--- config.mk ---
export PLATFORM = sky130hd
export DESIGN_NAME = packed_glyph_pixel_unpacker_core
export DESIGN_NICKNAME = d
export VERILOG_FILES = /design/src/pgpu_pkg.sv /design/src/pgpu_byte_stage.sv /design/src/pgpu_pixel_stage.sv /design/src/packed_glyph_pixel_unpacker_core.sv
export VERILOG_INCLUDE_DIRS = /design/src /design/src/src
export SDC_FILE = /design/constraint.sdc
export NUM_CORES = 1
export LEC_CHECK = 0
export BUFFER_PORTS_ARGS = -buffer_cell sky130_fd_sc_hd__buf_2
export CORE_MARGIN = 8
export CORE_UTILIZATION = 44
export DETAILED_ROUTE_END_ITERATION = 8
export SYNTH_ARGS = -nofsm -noshare
export SYNTH_HDL_FRONTEND = slang
export SYNTH_HIERARCHICAL = 1
export SYNTH_SLANG_ARGS = --single-unit
--- constraint.sdc ---
create_clock -name aclk -period 6.52 [get_ports aclk]
set_input_delay 1.304 -clock aclk [delete_from_list [all_inputs] [get_ports aclk]]
set_output_delay 1.304 -clock aclk [all_outputs]
set_load 0.1 [all_outputs]
--- src/assert_macros.svh ---
// Assertion macros shared by the RTL of the glyph pixel unpacker.
// Needs clock aclk and active-low reset aresetn in the module that uses them.
`ifndef ASSERT_MACROS_SVH
`define ASSERT_MACROS_SVH
`ifndef ASSERT_OFF
`define PGPU_ASSERT(lbl, prop, msg) \
    lbl: assert property (@(posedge aclk) disable iff (!aresetn) (prop)) else $error(msg);
`define PGPU_ASSERT_NEXT(lbl, cond, prop, msg) \
    lbl: assert property (@(posedge aclk) disable iff (!aresetn) (cond) |=> (prop)) \
        else $error(msg);
`else
`define PGPU_ASSERT(lbl, prop, msg)
`define PGPU_ASSERT_NEXT(lbl, cond, prop, msg)
`endif
`endif

--- src/pgpu_pkg.sv ---
// Package of the glyph pixel unpacker: depth codes, register indexes and
// the structs passed between the byte stage and the pixel stage. No dependencies.
package pgpu_pkg;

    localparam int unsigned CNT_W = 16;

    typedef enum logic [1:0] {
        DEPTH_1BPP = 2'd0,
        DEPTH_2BPP = 2'd1,
        DEPTH_4BPP = 2'd2,
        DEPTH_RSVD = 2'd3
    } depth_mode_t;

    typedef enum logic [1:0] {
        REG_DEPTH_MODE  = 2'd0,
        REG_ROW_WIDTH   = 2'd1,
        REG_GLYPH_TOTAL = 2'd2,
        REG_UNUSED      = 2'd3
    } reg_index_t;

    typedef struct packed {
        depth_mode_t      depth_mode;
        logic [CNT_W-1:0] row_width;
        logic [CNT_W-1:0] glyph_total;
    } cfg_t;

    typedef struct packed {
        logic       valid;
        logic [7:0] data;
        logic       start;
        logic [2:0] idx;
    } byte_stage_t;

    typedef struct packed {
        logic fire;
        logic done;
    } pix_fb_t;

endpackage

--- src/pgpu_byte_stage.sv ---
// Input register of the glyph pixel unpacker: holds the current packed word
// and the index of the next pixel in it. Depends on pgpu_pkg.
module pgpu_byte_stage (
    input  logic                  aclk,
    input  logic                  aresetn,
    input  logic                  s_tvalid,
    output logic                  s_tready,
    input  logic [7:0]            s_tdata,   // [7:0] packed_byte
    input  logic [0:0]            s_tuser,   // [0] glyph_start
    input  pgpu_pkg::pix_fb_t     fb,
    output pgpu_pkg::byte_stage_t stage
);
    import pgpu_pkg::*;

    logic       valid_reg, valid_next;
    logic [7:0] data_reg, data_next;
    logic       start_reg, start_next;
    logic [2:0] idx_reg, idx_next;
    logic       load;

    assign s_tready = !valid_reg || (fb.fire && fb.done);
    assign load     = s_tvalid && s_tready;

    always_comb begin
        valid_next = valid_reg;
        data_next  = data_reg;
        start_next = start_reg;
        idx_next   = idx_reg;
        if (load) begin
            valid_next = 1'b1;
            data_next  = s_tdata;
            start_next = s_tuser[0];
            idx_next   = 3'd0;
        end else if (fb.fire) begin
            valid_next = !fb.done;
            start_next = 1'b0;
            idx_next   = idx_reg + 3'd1;
        end
    end

    always_ff @(posedge aclk) begin
        if (!aresetn) begin
            valid_reg <= 1'b0;
        end else begin
            valid_reg <= valid_next;
        end
        data_reg  <= data_next;
        start_reg <= start_next;
        idx_reg   <= idx_next;
    end

    assign stage = '{valid: valid_reg, data: data_reg, start: start_reg, idx: idx_reg};

endmodule

--- src/pgpu_pixel_stage.sv ---
// Pixel stage of the glyph pixel unpacker: selects one pixel, keeps the row
// and glyph counters and holds the result register. Depends on pgpu_pkg.
module pgpu_pixel_stage (
    input  logic                  aclk,
    input  logic                  aresetn,
    input  pgpu_pkg::cfg_t        cfg,
    input  pgpu_pkg::byte_stage_t stage,
    output pgpu_pkg::pix_fb_t     fb,
    output logic                  m_tvalid,
    input  logic                  m_tready,
    output logic [7:0]            m_tdata,   // [3:0] pixel_value, [7:4] zero
    output logic                  m_tlast,   // glyph_last
    output logic [0:0]            m_tuser    // [0] byte_last
);
    import pgpu_pkg::*;
    `include "assert_macros.svh"

    localparam logic [CNT_W-1:0] GLYPH_TOTAL_RST = CNT_W'(64);

    logic [CNT_W-1:0] col_reg, col_next;
    logic [CNT_W-1:0] left_reg, left_next;
    logic             mvalid_reg, mvalid_next;
    logic [3:0]       pix_reg, pix_next;
    logic             blast_reg, blast_next;
    logic             glast_reg, glast_next;

    logic             fire;
    logic [CNT_W-1:0] col_base, left_base, col_inc;
    logic             row_end, glyph_end, last;
    logic [2:0]       last_idx;
    logic [2:0]       shamt;
    logic [7:0]       shifted;
    logic [3:0]       value;

    assign fire = stage.valid && (!mvalid_reg || m_tready);

    always_comb begin
        unique case (cfg.depth_mode)
            DEPTH_1BPP: begin
                last_idx = 3'd7;
                shamt    = stage.idx;
            end
            DEPTH_2BPP: begin
                last_idx = 3'd3;
                shamt    = {stage.idx[1:0], 1'b0};
            end
            default: begin
                last_idx = 3'd1;
                shamt    = {stage.idx[0], 2'b00};
            end
        endcase
        shifted = stage.data << shamt;
        unique case (cfg.depth_mode)
            DEPTH_1BPP: value = {3'b000, shifted[7]};
            DEPTH_2BPP: value = {2'b00, shifted[7:6]};
            default:    value = shifted[7:4];
        endcase
    end

    assign col_base  = stage.start ? '0 : col_reg;
    assign left_base = stage.start ? cfg.glyph_total : left_reg;
    assign col_inc   = col_base + CNT_W'(1);
    assign row_end   = (col_inc == cfg.row_width);
    assign glyph_end = (left_base == CNT_W'(1));
    assign last      = (stage.idx == last_idx) || row_end || glyph_end;

    always_comb begin
        col_next    = col_reg;
        left_next   = left_reg;
        mvalid_next = mvalid_reg;
        pix_next    = pix_reg;
        blast_next  = blast_reg;
        glast_next  = glast_reg;
        if (fire) begin
            if (glyph_end) begin
                col_next  = '0;
                left_next = cfg.glyph_total;
            end else begin
                col_next  = row_end ? '0 : col_inc;
                left_next = left_base - CNT_W'(1);
            end
            mvalid_next = 1'b1;
            pix_next    = value;
            blast_next  = last;
            glast_next  = glyph_end;
        end else if (m_tready) begin
            mvalid_next = 1'b0;
        end
    end

    always_ff @(posedge aclk) begin
        if (!aresetn) begin
            col_reg    <= '0;
            left_reg   <= GLYPH_TOTAL_RST;
            mvalid_reg <= 1'b0;
        end else begin
            col_reg    <= col_next;
            left_reg   <= left_next;
            mvalid_reg <= mvalid_next;
        end
        pix_reg   <= pix_next;
        blast_reg <= blast_next;
        glast_reg <= glast_next;
    end

    assign fb         = '{fire: fire, done: last};
    assign m_tvalid   = mvalid_reg;
    assign m_tdata    = {4'b0000, pix_reg};
    assign m_tlast    = glast_reg;
    assign m_tuser[0] = blast_reg;

    `PGPU_ASSERT(a_glyph_ends_word, !mvalid_reg || !glast_reg || blast_reg, "glyph end without word end")
    `PGPU_ASSERT_NEXT(a_fire_loads_result, fire, mvalid_reg, "pixel lost on its way to the result")
    `PGPU_ASSERT_NEXT(a_glyph_rewinds, fire && glyph_end, col_reg == '0, "column count not rewound")
    `PGPU_ASSERT(a_start_on_first, !stage.valid || stage.idx == 3'd0 || !stage.start, "rewind seen after first pixel")

endmodule

--- src/packed_glyph_pixel_unpacker_core.sv ---
// Top level of the glyph pixel unpacker: configuration registers, byte stage
// and pixel stage. Depends on pgpu_pkg, pgpu_byte_stage and pgpu_pixel_stage.
//
// Packed bitmap words arrive on the s_ channel (tdata carries the byte, tuser[0]
// rewinds the row and glyph counters before that byte). Each word yields one to
// eight pixels on the m_ channel, most significant pixel first, one per cycle while
// the receiver is ready: tdata[3:0] is the pixel, tuser[0] marks the last pixel taken
// from the word and tlast marks the final pixel of the glyph.
// The first pixel of a word passes through the byte stage register and then the
// result register. A word yields eight pixels at one bit per pixel, four at two,
// two at four and fewer at a row or glyph end, and the next word is taken in the
// cycle its last pixel moves to the result register, so pixels leave back to back
// at one per cycle while the receiver is ready.
// When the receiver stalls, the result register holds its pixel and the word
// in the selector waits; nothing is dropped. Reset sets one bit per pixel, rows
// of 8 and glyphs of 64 pixels, clears both channels and rewinds the counters.
// Registers are written through cfg_wr_en, cfg_index and cfg_data, one per cycle;
// the user must write them only while no word is in flight (not enforced here).
module packed_glyph_pixel_unpacker_core (
    input  logic        aclk,
    input  logic        aresetn,
    input  logic        cfg_wr_en,
    input  logic [1:0]  cfg_index,
    input  logic [15:0] cfg_data,
    input  logic        s_tvalid,
    output logic        s_tready,
    input  logic [7:0]  s_tdata,   // [7:0] packed_byte
    input  logic [0:0]  s_tuser,   // [0] glyph_start
    output logic        m_tvalid,
    input  logic        m_tready,
    output logic [7:0]  m_tdata,   // [3:0] pixel_value, [7:4] zero
    output logic        m_tlast,   // glyph_last
    output logic [0:0]  m_tuser    // [0] byte_last
);
    import pgpu_pkg::*;

    cfg_t        cfg_reg, cfg_next;
    byte_stage_t stage;
    pix_fb_t     fb;

    always_comb begin
        cfg_next = cfg_reg;
        if (cfg_wr_en) begin
            unique case (reg_index_t'(cfg_index))
                REG_DEPTH_MODE:  cfg_next.depth_mode  = depth_mode_t'(cfg_data[1:0]);
                REG_ROW_WIDTH:   cfg_next.row_width   = cfg_data;
                REG_GLYPH_TOTAL: cfg_next.glyph_total = cfg_data;
                default:         cfg_next = cfg_reg;
            endcase
        end
    end

    always_ff @(posedge aclk) begin
        if (!aresetn) begin
            cfg_reg <= '{depth_mode: DEPTH_1BPP, row_width: CNT_W'(8),
                         glyph_total: CNT_W'(64)};
        end else begin
            cfg_reg <= cfg_next;
        end
    end

    pgpu_byte_stage u_byte_stage (
        .aclk     (aclk),
        .aresetn  (aresetn),
        .s_tvalid (s_tvalid),
        .s_tready (s_tready),
        .s_tdata  (s_tdata),
        .s_tuser  (s_tuser),
        .fb       (fb),
        .stage    (stage)
    );

    pgpu_pixel_stage u_pixel_stage (
        .aclk     (aclk),
        .aresetn  (aresetn),
        .cfg      (cfg_reg),
        .stage    (stage),
        .fb       (fb),
        .m_tvalid (m_tvalid),
        .m_tready (m_tready),
        .m_tdata  (m_tdata),
        .m_tlast  (m_tlast),
        .m_tuser  (m_tuser)
    );

endmodule
# After elaboration in Yosys (flattened, before gate mapping)

Index checks and enable logic that the tools add are counted.

Flip-flop bits (word level): 86
Input bits: 32

Add/subtract/negate cells: 3
Eq/ne operators: 6
Shifts and indexed selects: 1
Muxes and demuxes: 14
Reduce and logical (&&, ||, !) cells: 17

Operators by type and width:

| operator                | number |
|---|---|
| $mux W16                | 5 |
| $add A16 B1 Y16 const B | 1 |
| $eq A16 B1 Y1 const B   | 1 |
| $eq A16 B16 Y1          | 1 |
| $sub A16 B1 Y16 const B | 1 |
| $pmux W3 S2             | 2 |
| $pmux W4 S2             | 1 |
| $shl A8 B3 Y8           | 1 |
| $mux W1                 | 6 |
| $reduce_and A2 Y1       | 3 |
| $eq A2 B1 Y1 const B    | 2 |
| $logic_not A2 Y1        | 2 |
| $logic_or A1 B1 Y1      | 4 |
| $reduce_bool A2 Y1      | 2 |
| $add A3 B1 Y3 const B   | 1 |
| $eq A3 B3 Y1            | 1 |
| $logic_and A1 B1 Y1     | 3 |
| $logic_not A1 Y1        | 3 |
| $eq A2 B2 Y1 const B    | 1 |

# Logic depth before layout (Yosys ltp)

Gate-level depths: netlist of run 1.

Word-level depth: 9
Mapped depth: 22
Gate-level depth less buffers: 12

# By module

Netlist of run 1, hierarchy kept.

Modules (own cells, without submodules):

| module                           | times used | cells an instance | area each (sq um) |
|---|---|---|---|
| pgpu_pixel_stage                 | 1          | 478               | 3,520.9 |
| packed_glyph_pixel_unpacker_core | 1          | 134               | 1,326.3 |
| pgpu_byte_stage                  | 1          | 37                | 509.2 |

# Worst setup path before layout of run 1

Ideal clock, no wire load.

Path type: flip-flop to output port
Start point: register u_byte_stage.start_reg
End point: output port s_tready
Arrival time: 3.987 ns
Required time: 5.216 ns
Slack: 1.229 ns
Stages on the path, launching flop included: 22
Path through: edfxtp_1 > buf_4 > buf_6 > buf_6 > buf_6 > buf_2 > buf_2 > buf_2 > buf_1 > nor2b_1 > ha_1 > nand3_1 > nor4_2 > mux2i_1 > nand4_1 > and4b_1 > nand4_1 > buf_2 > nand3_1 > buf_4 > nand2_2 > nand2_2

Longest elaborated chain between the ends: 7
Elaborated cells on any way between the ends: 9
Classes of those cells: 1 x add/sub; 2 x eq/ne; 2 x mux; 4 x reduce/logical

RTL lines:

| item                    | RTL line                               | text |
|---|---|---|
| from (decl)             | pgpu_byte_stage.sv:17                  | `logic start_reg, start_next;` |
| from (signal assigned)  | pgpu_byte_stage.sv:48                  | `start_reg <= start_next;` |
| $mux W16                | pgpu_pixel_stage.sv:60                 | `assign col_base = stage.start ? '0 : col_reg;` |
| $add A16 B1 Y16         | pgpu_pixel_stage.sv:62                 | `assign col_inc = col_base + CNT_W'(1);` |
| $eq A16 B16 Y1          | pgpu_pixel_stage.sv:63                 | `assign row_end = (col_inc == cfg.row_width);` |
| $logic_or A1 B1 Y1      | pgpu_pixel_stage.sv:65                 | `assign last = (stage.idx == last_idx) \|\| row_end \|\| glyph_end;` |
| $logic_or A1 B1 Y1 (*)  | pgpu_pixel_stage.sv:65                 |  |
| via u_pixel_stage.last  | pgpu_pixel_stage.sv:29                 | `logic row_end, glyph_end, last;` |
| $logic_and A1 B1 Y1 (*) | pgpu_byte_stage.sv:21                  | `assign s_tready = !valid_reg \|\| (fb.fire && fb.done);` |
| $logic_or A1 B1 Y1 (*)  | pgpu_byte_stage.sv:21                  |  |
| to (decl)               | packed_glyph_pixel_unpacker_core.sv:26 | `output logic s_tready,` |

Mark *: on every way through the listed nets, which the timed path passes. The rest lies on a longest branch.

==> out/qor.yml, run 1 <==
ff2ff_path_depth: 11
power_leakage_nw: 2.20
cts_tree: "built"
hold_path_depth: 2
synthCells: 649
synth_common_cells: "nand2_1, dfxtp_1, a21oi_1, mux2i_1, o21ai_0"
grt_pass1_vias: 4443
hpwl_mm: 9.88
max_slew.worst_pin.slew_ps: 740
yosysTopAreaCellShare_pct: 26.5
yosysMostFrequentCell: "nand2_1"
core_mm2: 0.0120
start_util_pct: 44.8
rows: 40
die_x_um: 126
peakVddDrop_mv: 0.181
status: "complete, no violations"
cts_sinks: 86
path_clk_slew_ps: 70
cp.arrival_ps: 3920
gp_congestion: 0.879
min_from: "u_pixel_stage/left_reg[1]"
final_core_utilization_pct: 48.6
postCtsHoldBufs: 0
port_buffers: 39
synth_ff_type: "dfxtp_1"
rsz0062_at_grt: "no"
fin_crit_sh_pct: 80.2
viasPerCell: 5.83
fin_setup_tns_ps: 0
synth_edf_count: 15
grt_antenna_before_repair: 0
insertion_delay_ps: 350
yosysWarnings: 6
end_kind: "output pin"
drtPass1Iterations: 5
crit_type: "flip-flop to output pin"
hold_viol: 0
crit_chain: "buf_4 > inv_1 > nand2_1 > xor2_1 > or3_1 > a21oi_1 > nand4_1 > nand3_1 > nand2_2 > nand2_2 > buf_2"
grt_remaining_overflow: 0
min_to: "u_pixel_stage/left_reg[1]"
synth_area_leader_cell: "dfxtp_1"
p_per_area_mw_per_mm2: 251
root_buffer: "clkbuf_16"
setup_viol: 0
worstReg2RegEnd: "u_byte_stage/data_reg[2]"
period_minus_slack_ps: 5230
die_area_mm2: 0.0160
synth_cell_types: 66
slowest_delay_ps: 630
critical_path.most_common_cell: "nand2_2"
max_slew_margin_pct: 50.7
io_pins: 44
antenna_left: 0
post_cts_resized: 0
n_antenna_cell: 0
max_freq_mhz: 191
avgRoutedWirePerCell_um: 17.6
h-tree-depth: 3
async_flop_share_pct: 0
ys_ff_latch: 86
die_y_um: 126
nets: 693
post_cts_buffers: 0
hold_class: "flip-flop to flip-flop"
synth_area_mm2: 0.00536
rr_startpoint: "u_byte_stage/start_reg"
grt_use_total_pct: 17.6
cp_slowest_cell: "buf_4"
crit_path_max_fanout: 78
largest_reg_flops: 34
drt_iter0_markers: 426
required_ps: 5220
rrSetupSlack_ps: 2680
synthTopCellsByArea: "dfxtp_1, mux2i_1, edfxtp_1, nand2_1, a21oi_1"
grt_max_degree: 79
drive_gt1_share_pct: 12.9
clock_path_buffers: 2
start_kind: "flip-flop"
yosysSeqAreaShare_pct: 34.9
syn_area_per_cell_um2: 8.25
slew_viol_final: 0
cts_made_buffers: 9
dr_total_vias: 4713
routed_wl_mm: 14.2
area_delta_synth_final_pct: 8.60
cap_violations: 0
grt_pass1_wl_mm: 22.7
clock_skew_ps: 8.39
drc: 0
## cells in the final DEF (no fill, tap or decap), types with 8 or more instances in the layout
master,count
nor3_1,20
xnor2_1,15
nand2_1,100
nor4_1,15
o21ai_0,31
o211ai_1,14
clkbuf_16,9
dfxtp_1,71
nor2b_1,14
o22ai_1,8
nand3_1,22
xor2_1,9
nor2_1,29
edfxtp_1,15
mux2i_1,50
a21oi_1,50
buf_2,39
inv_1,14
nand2b_1,12
or3_1,9
## power by group
| part | internal [mW] | switching, mW |
|---|---|---|
| logic | 0.0974 | 0.181 |
| clock network | 0.342 | 0.232 |
| registers | 0.571 | 0.0351 |
## metrics by stage
step	setup WS (ps)	power [mW]	cell area (um^2)	std cells	hold WS [ps]
floorplan	1230	0.840	5370	652	445
global placement	1840	0.887	5490	792	455
detailed placement	1720	0.894	5490	792	467
CTS	1340	1.47	5820	808	478
global route	1110	1.52	5820	808	503
finish	1290	1.46	5820	808	482
## kinds of logic after synthesis
kind of cell / Yosys count / share of synthesized area [%]
xor gates and xnor gates: 24 / 3.92
DFF: 86 / 34.9
and+or+nand+nor: 266 / 25.4
muxes: 56 / 10.8
buffers and inverters: 68 / 6.84
adders and majority gates: 5 / 1.17
AOI/OAI and AO/OA: 143 / 16.8
other: 1 / 0.0700
## critical path, delay by kind of cell, from the launching register on
kind                   cells  cell delay, ps
buffers and inverters      3            1560
flip-flops                 1             520
AND/OR/NAND/NOR            6            1210
XOR/XNOR                   1              90
AO/OA/AOI/OAI              1             160
## how the worst max path moves through the flow
stage | from | to | slack [ps] | cells after the start
6_report | u_byte_stage/start_reg | s_tready | 1290 | 11
5_1_grt | u_byte_stage/start_reg | s_tready | 1110 | 11
4_1_cts | u_byte_stage/start_reg | s_tready | 1340 | 11
3_5_place_dp | u_byte_stage/start_reg | s_tready | 1720 | 11
3_3_place_gp | u_byte_stage/start_reg | s_tready | 1840 | 11
2_1_floorplan | u_byte_stage/start_reg | s_tready | 1230 | 21
## layout make-up
class                           instances  area (um^2)
Inverter                               15         56.3
Clock inverter                          7          103
Clock buffer                            9          225
Fill cell                            1170         6140
Tap cell                              147          184
Sequential cell                        86         1870
Multi-Input combinational cell        498         3130
Timing Repair Buffer                   46          248
## layer usage
metal / track usage [%] / up-vias / routed length (um)
met3: 3.85 / 11 / 766
met4: 6.30 / 0 / 176
met2: 27.8 / 144 / 6400
li1: - / 2342 / -
met1: 23.3 / 2216 / 6870
met5: 0 / - / 0
No activity file was read; power rests on OpenSTA's default activity.
==> inputs of run 2 (changes only) <==
==> constraint.sdc (replaced) <==
create_clock -name aclk -period 5 [get_ports aclk]
set_input_delay 1 -clock aclk [delete_from_list [all_inputs] [get_ports aclk]]
set_output_delay 1 -clock aclk [all_outputs]
set_load 0.1 [all_outputs]
==> out/qor.yml, run 2 (synthesis results as in run 1) <==
status: "complete, no violations"
max_slew_margin_pct: 50.3
postCtsHoldBufs: 0
max_freq_mhz: 216
insertion_delay_ps: 340
hold_viol: 0
cts_sinks: 86
drt_iter0_markers: 416
required_ps: 4000
crit_type: "flip-flop to output pin"
rows: 40
crit_path_max_fanout: 14
place_worst_setup_slack_ps: 785
max_slew.worst_pin.slew_ps: 742
path_clk_slew_ps: 70
cts_made_buffers: 9
slew_viol_final: 0
start_util_pct: 44.8
clock_skew_ps: 10.3
fill_cells: 1144
drive_gt1_share_pct: 13.0
fin_crit_sh_pct: 92.4
multi_input_area_mm2: 0.00313
crit_family: "simple AND/OR/NAND/NOR gates"
gp_congestion: 0.894
regArea_mm2: 0.00187
io_pins: 44
power_leakage_nw: 2.20
cap_violations: 0
root_buffer: "clkbuf_16"
grt_remaining_overflow: 0
port_buffers: 39
drc: 0
avgRoutedWirePerCell_um: 17.4
layout_commonest_cell: "nand2_1"
dr_total_vias: 4778
drtPass1Iterations: 6
clock_path_buffers: 2
post_cts_buffers: 0
antenna_left: 0
grt_pass1_vias: 4438
p_per_area_mw_per_mm2: 323
fin_ws_ps: 379
grt_max_degree: 72
core_mm2: 0.0120
rsz0062_at_grt: "no"
hpwl_mm: 9.88
slowest_delay_ps: 470
start_kind: "flip-flop"
peakVddDrop_mv: 0.220
end_kind: "output pin"
area_delta_synth_final_pct: 9.04
cp_num_buf_inv: 2
grt_pass1_wl_mm: 22.3
setup_viol: 0
routed_wl_mm: 14.1
viasPerCell: 5.90
die_y_um: 126
grt_antenna_before_repair: 0
cp_slowest_cell: "nor4_2"
n_antenna_cell: 0
h-tree-depth: 3
cp.arrival_ps: 3620
die_area_mm2: 0.0160
period_minus_slack_ps: 4620
layout_common_cells: "nand2_1, dfxtp_1, mux2i_1, a21oi_1, buf_2"
grt_use_total_pct: 17.5
largest_reg_flops: 34
post_cts_resized: 0
nets: 695
crit_chain: "buf_4 > nor2b_1 > ha_1 > nand3_1 > nor4_2 > mux2i_1 > nand4_1 > and4b_1 > nand4_1 > nand3_1 > nand2_2 > nand2_2 > buf_12"
hold_class: "flip-flop to flip-flop"
die_x_um: 126
fin_setup_tns_ps: 0
cts_tree: "built"
==> run 2: worst min-delay path: stages, from the launching register on <==
cell,delay [ps]
dfxtp_1,320
nand2_1,60
a21oi_1,50
==> run 2: per-layer routing <==
layer	GRT usage (%)	wire length [um]	vias up
met3	3.14	806	24
met2	26.3	6100	167
met5	0	0	-
li1	-	-	2344
met4	8.07	335	0
met1	24.0	6880	2243
==> run 2: report_power, final <==
group	switching, mW	internal [mW]
Clock	0.286	0.439
Combinational	0.240	0.131
Sequential	0.0427	0.745
Total	0.569	1.32
==> run 2: metrics by stage <==
stage                     hold WS, ps  util [%]  area (um^2)  total power, mW  std cells
after global placement            457      46.1         5520             1.16        794
after CTS                         470      48.8         5840             1.90        810
final                             475      48.8         5840             1.88        810
after detailed placement          463      46.1         5520             1.17        794
after floorplan                   445         -         5370             1.10        652
after global routing              506      48.8         5840             1.97        810
==> run 2: path summary, 6_finish.rpt <==
path | start | end | slack [ps] | depth (start not counted)
worst min-delay path | u_pixel_stage/left_reg[1] | u_pixel_stage/left_reg[1] | 470 | 2
worst max-delay path | u_byte_stage/start_reg | s_tready | 380 | 13
worst max register to register | u_byte_stage/start_reg | u_byte_stage/data_reg[5] | 1210 | 13
worst min register to register | u_pixel_stage/left_reg[1] | u_pixel_stage/left_reg[1] | 470 | 2
==> run 2: layout make-up <==
type,instances,area share (%)
clock buffer,9,3.86
clock inverter,7,1.65
sequential,86,32.0
tap,147,3.15
multi-input combinational,498,53.6
timing repair buffer,48,4.76
inverter,15,0.964
